$ cat src/rtl/v6trie_pkg.sv
// ----------------------------------------------------------------------------
// v6trie_pkg
// Shared types and codes for the IPv6 binary trie prefix matcher: request and
// result payloads, opcodes, and the controller/datapath command and status.
// ----------------------------------------------------------------------------
package v6trie_pkg;

  localparam int unsigned OPC_W = 2;
  localparam int unsigned HALF_W = 64;
  localparam int unsigned FULL_ADDR_W = 128;
  localparam int unsigned LEN_W = 8;
  localparam int unsigned ENTRY_W = 16;

  localparam logic [OPC_W-1:0] OP_INSERT = 2'd0;
  localparam logic [OPC_W-1:0] OP_LOOKUP = 2'd1;
  localparam logic [OPC_W-1:0] OP_QUERY  = 2'd2;

  typedef struct packed {
    logic [OPC_W-1:0]   opcode;
    logic [HALF_W-1:0]  addr_hi;
    logic [HALF_W-1:0]  addr_lo;
    logic [LEN_W-1:0]   prefix_len;
    logic [ENTRY_W-1:0] entry_value;
  } req_t;

  typedef struct packed {
    logic [ENTRY_W-1:0] match_value;
    logic [LEN_W-1:0]   match_len;
    logic               path_stored;
    logic               table_full;
  } rsp_t;

  typedef struct packed {
    logic init;
    logic load;
    logic read;
    logic eval;
    logic step;
    logic link;
    logic alloc;
    logic store;
    logic set_full;
    logic miss;
    logic finish;
  } cmd_t;

  typedef struct packed {
    logic [OPC_W-1:0] op;
    logic             rem_zero;
    logic             child_nil;
    logic             pool_full;
  } status_t;

endpackage

$ cat src/rtl/v6trie_ctrl.sv
// ----------------------------------------------------------------------------
// v6trie_ctrl
// Trie walk controller: root clear after reset, request intake, per-level
// walk decisions and node allocation sequencing.
// ----------------------------------------------------------------------------
module v6trie_ctrl (
  input  logic                clk_i,
  input  logic                rst_ni,
  input  logic                start_i,
  input  v6trie_pkg::status_t status_i,
  output v6trie_pkg::cmd_t    cmd_o,
  output logic                busy_o
);
  import v6trie_pkg::*;

  localparam logic [2:0] S_INIT  = 3'd0;
  localparam logic [2:0] S_IDLE  = 3'd1;
  localparam logic [2:0] S_EVAL  = 3'd2;
  localparam logic [2:0] S_ALLOC = 3'd3;
  localparam logic [2:0] S_READ  = 3'd4;

  logic [2:0] state_q, state_d;

  always_comb begin
    state_d = state_q;
    cmd_o   = '0;
    case (state_q)
      S_INIT: begin
        cmd_o.init = 1'b1;
        state_d    = S_IDLE;
      end
      S_IDLE: begin
        if (start_i) begin
          cmd_o.load = 1'b1;
          state_d    = S_EVAL;
        end
      end
      S_EVAL: begin
        cmd_o.eval = 1'b1;
        case (status_i.op)
          OP_INSERT: begin
            if (status_i.rem_zero) begin
              cmd_o.store  = 1'b1;
              cmd_o.finish = 1'b1;
              state_d      = S_IDLE;
            end else if (!status_i.child_nil) begin
              cmd_o.step = 1'b1;
            end else if (status_i.pool_full) begin
              cmd_o.set_full = 1'b1;
              cmd_o.finish   = 1'b1;
              state_d        = S_IDLE;
            end else begin
              cmd_o.link = 1'b1;
              state_d    = S_ALLOC;
            end
          end
          OP_LOOKUP: begin
            if (status_i.rem_zero || status_i.child_nil) begin
              cmd_o.finish = 1'b1;
              state_d      = S_IDLE;
            end else begin
              cmd_o.step = 1'b1;
            end
          end
          OP_QUERY: begin
            if (status_i.rem_zero) begin
              cmd_o.finish = 1'b1;
              state_d      = S_IDLE;
            end else if (status_i.child_nil) begin
              cmd_o.miss   = 1'b1;
              cmd_o.finish = 1'b1;
              state_d      = S_IDLE;
            end else begin
              cmd_o.step = 1'b1;
            end
          end
          default: begin
            cmd_o.finish = 1'b1;
            state_d      = S_IDLE;
          end
        endcase
      end
      S_ALLOC: begin
        cmd_o.alloc = 1'b1;
        state_d     = S_READ;
      end
      S_READ: begin
        cmd_o.read = 1'b1;
        state_d    = S_EVAL;
      end
      default: begin
        state_d = S_IDLE;
      end
    endcase
  end

  always_ff @(posedge clk_i or negedge rst_ni) begin
    if (!rst_ni) begin
      state_q <= S_INIT;
    end else begin
      state_q <= state_d;
    end
  end

  assign busy_o = (state_q != S_IDLE);

endmodule

$ cat config.mk
export PLATFORM = sky130hd
export DESIGN_NAME = v6trie_ctrl
export DESIGN_NICKNAME = d
export VERILOG_FILES = /design/src/rtl/v6trie_pkg.sv /design/src/rtl/v6trie_ctrl.sv
export SDC_FILE = /design/constraint.sdc
export NUM_CORES = 1
export LEC_CHECK = 0
export ABC_AREA = 1
export BUFFER_PORTS_ARGS = -buffer_cell sky130_fd_sc_hd__clkbuf_2
export CORE_AREA = 8 8 45 47
export CTS_CLUSTER_DIAMETER = 50
export DETAILED_ROUTE_END_ITERATION = 16
export DIE_AREA = 0 0 53 55
export MAX_ROUTING_LAYER = met4
export REMOVE_ABC_BUFFERS = 1
export SYNTH_ARGS = -nofsm -noshare
export SYNTH_HDL_FRONTEND = slang
export SYNTH_SLANG_ARGS = --single-unit
$ cat constraint.sdc
create_clock -name clk_i -period 1.3 [get_ports clk_i]
set_input_delay 0.13 -clock clk_i [delete_from_list [all_inputs] [get_ports clk_i]]
set_output_delay 0.13 -clock clk_i [all_outputs]
set_load 0.01 [all_outputs]
==> flow_metrics.py <==
metrics = {
    "detailed_routing": {
        "ant_nets": 0,
        "dr.pass1.iters": 4,
        "post-route-drc-count": 0,
        "viasPerCell": 4.37,
        "route.vias.total": 437,
        "finalWirelength_mm": 1.06,
        "drt_first_iter_violations": 8,
        "wl_per_cell_um": 10.6,
    },
    "placed_design": {
        "gp_congestion": 0.889,
        "placed_cells": 89,
        "place_hpwl_um": 755,
        "port_buffers": 19,
    },
    "floorplan": {
        "fp.dieH_um": 55,
        "floorplan.die_area_sq_um": 2920,
        "coreArea_sq_um": 1380,
        "ioPinCount": 20,
        "die_width_um": 53,
        "initial_core_util_pct": 22.8,
        "rows": 14,
    },
    "timing": {
        "worst_slew_pin_slew_ps": 212,
        "maxSlewHeadroom_pct": 85.9,
        "fin_ws_ps": -99.6,
        "period_share_pct": 108,
        "max_freq_ghz": 0.714,
        "finalSetupViolations": 6,
        "final_hold_viol_count": 0,
        "fin_crit_ps": 1400,
        "drv_slew": 0,
        "clock_skew_ps": 1.97,
        "rsz0062_at_grt": "true",
    },
    "critical_path": {
        "worst-r2r-setup-slack_ps": 170,
        "regToRegStartpoint": "state_q[2]$_DFFE_PN0P_",
        "r2r_cells": 7,
        "slowest_delay_ps": 370,
        "cp_max_fo": 4,
        "end_kind": "output port",
        "start_kind": "flop",
        "worstPathRequired_ps": 1170,
        "crit_arrival_ps": 1270,
        "startpoint": "state_q[2]$_DFFE_PN0P_",
        "critPathKind": "flop to output port",
        "crit_slowest_cell": "dfrtp_1",
        "rr_endpoint": "state_q[1]$_DFFE_PN0P_",
        "crit_chain": "inv_2 -> nand2_4 -> nor2_4 -> nand3_2 -> nor3_2 -> buf_2",
    },
    "power": {
        "ir_drop_mv": 1.11,
        "pwr_density_cell_nw_per_um2": 2140,
        "p_leak_nw": 0.311,
    },
    "clocking": {
        "numCtsBuffers": 3,
        "cts_root_buffer": "clkbuf_4",
        "ctsLongestPathBuffers": 2,
        "clkSlewWorstSetupHoldPaths_ps": 40,
        "clk_latency_ps": 230,
        "clock_sinks": 3,
        "cts_tree": "yes",
        "htree_levels": 1,
    },
    "layout": {
        "mostFrequentLayoutCells": "14 x nand2_1, 11 x nor2_1, 10 x clkbuf_2, 8 x buf_2, 6 x buf_4",
        "reg.largest.list": "state_q (3)",
        "final_common_cell": "nand2_1",
        "drive_above_1_share_pct": 54.8,
        "stdcell_count": 100,
        "num-fill-cells": 150,
        "largest-register": "state_q",
        "syn_to_final_growth_pct": 77.4,
        "largest_reg_flops": 3,
        "nNetsFinal": 93,
        "final_util_pct": 40.4,
        "diodes": 0,
    },
    "global_routing": {
        "grt_max_degree": 6,
        "antenna_found_initial": 0,
        "grt.overflow.total": 0,
        "first_global_vias": 408,
        "grtUsageTotal_pct": 7.28,
        "grt_pass1_wl_mm": 1.57,
    },
    "synthesis": {
        "synth.distinct_cells": 16,
        "avgSynthCellArea_sq_um": 5.84,
        "synth-seq-area-share_pct": 23.8,
        "synthCells": 54,
        "synth_seq_cells": 3,
        "synth_area_sq_um": 315,
        "ys.warnings.count": 0,
    },
    "run": {
        "drv_cap": 0,
    },
    "run_status": {
        "violations": "negative setup slack",
        "status": "complete, but fails checks",
    },
    "hold_path": {
        "hp-class": "primary input to asynchronous set/reset pin",
    },
}
## report_power, final
group	leakage (nW)	total (mW)	internal [mW]	switching [mW]
registers	0.0357	0.226	0.145	0.0807
clock network	0.0150	0.165	0.115	0.0503
logic	0.260	0.805	0.382	0.423
## per-stage QoR
stage	hold WS [ps]	cell area (sq um)	setup slack [ps]	total power, mW	TNS [ps]
6_report	226	559	-99.6	1.20	-447
5_1_grt	219	559	-192	1.30	-1040
4_1_cts	215	524	-123	1.10	-620
3_5_place_dp	-71.9	430	87.2	0.745	0
3_3_place_gp	-71.5	430	124	0.749	0
2_1_floorplan	-166	315	179	0.575	0
## cell families after synthesis
logic type	count (synthesis)	share of synthesized area, %
AO/OA/AOI/OAI	3	5.55
flip-flops	3	23.8
AND/OR/NAND/NOR	38	58.7
buffers and inverters	10	11.9
## cell usage after synthesis
cell      count  area (sq um)
dfrtp_1       3          75.1
nand2_1      14          52.6
nor3_2        1          10.0
a21oi_1       1          5.00
nand4_1       1          6.26
o21ai_0       1          5.00
nor2_4        1          11.3
nor4_1        1          6.26
nand2_2       3          18.8
nand3_1       1          5.00
nor2_1       13          48.8
inv_1         5          18.8
inv_2         5          18.8
o211ai_1      1          7.51
nor2_2        1          6.26
nand3_2       2          20.0
## repair_timing
item                                    CTS  global route
buffers inserted                          5             1
gates resized for setup                   2            15
pin swaps                                 2             2
endpoints found under the hold margin     3             0
hold buffers                              1             0
endpoints found under the setup margin    6            12
## cell type report
type / instances / area, sq um / share of cell area [%]
multi-input combinational: 41 / 231 / 41.4
timing repair buffer: 26 / 165 / 29.5
sequential: 3 / 76.3 / 13.6
inverter: 10 / 40.0 / 7.16
clock buffer: 4 / 26.3 / 4.70
tap: 16 / 20.0 / 3.58
## layer usage
layer / GRT usage, % / wire [um] / vias up
met2: 11.7 / 520 / 19
met3: 1.60 / 98 / 2
met5: - / 0 / -
li1: - / - / 226
met4: 6.47 / 14 / 0
met1: 7.34 / 424 / 190
## critical path, delay by kind of cell (launching register included)
kind	cells	cell delay, ps
buffers and inverters	2	270
DFF	1	370
and+or+nand+nor	4	380
## worst max path at each step
stage	endpoint	slack, ps	depth (start not counted)
after CTS	cmd_o[2]	-120	6
after global routing	cmd_o[1]	-190	5
after floorplan	cmd_o[0]	180	5
after global placement	cmd_o[2]	120	6
final	cmd_o[2]	-100	6
after detailed placement	cmd_o[2]	90	6
Power figures use the tool's default switching activity.
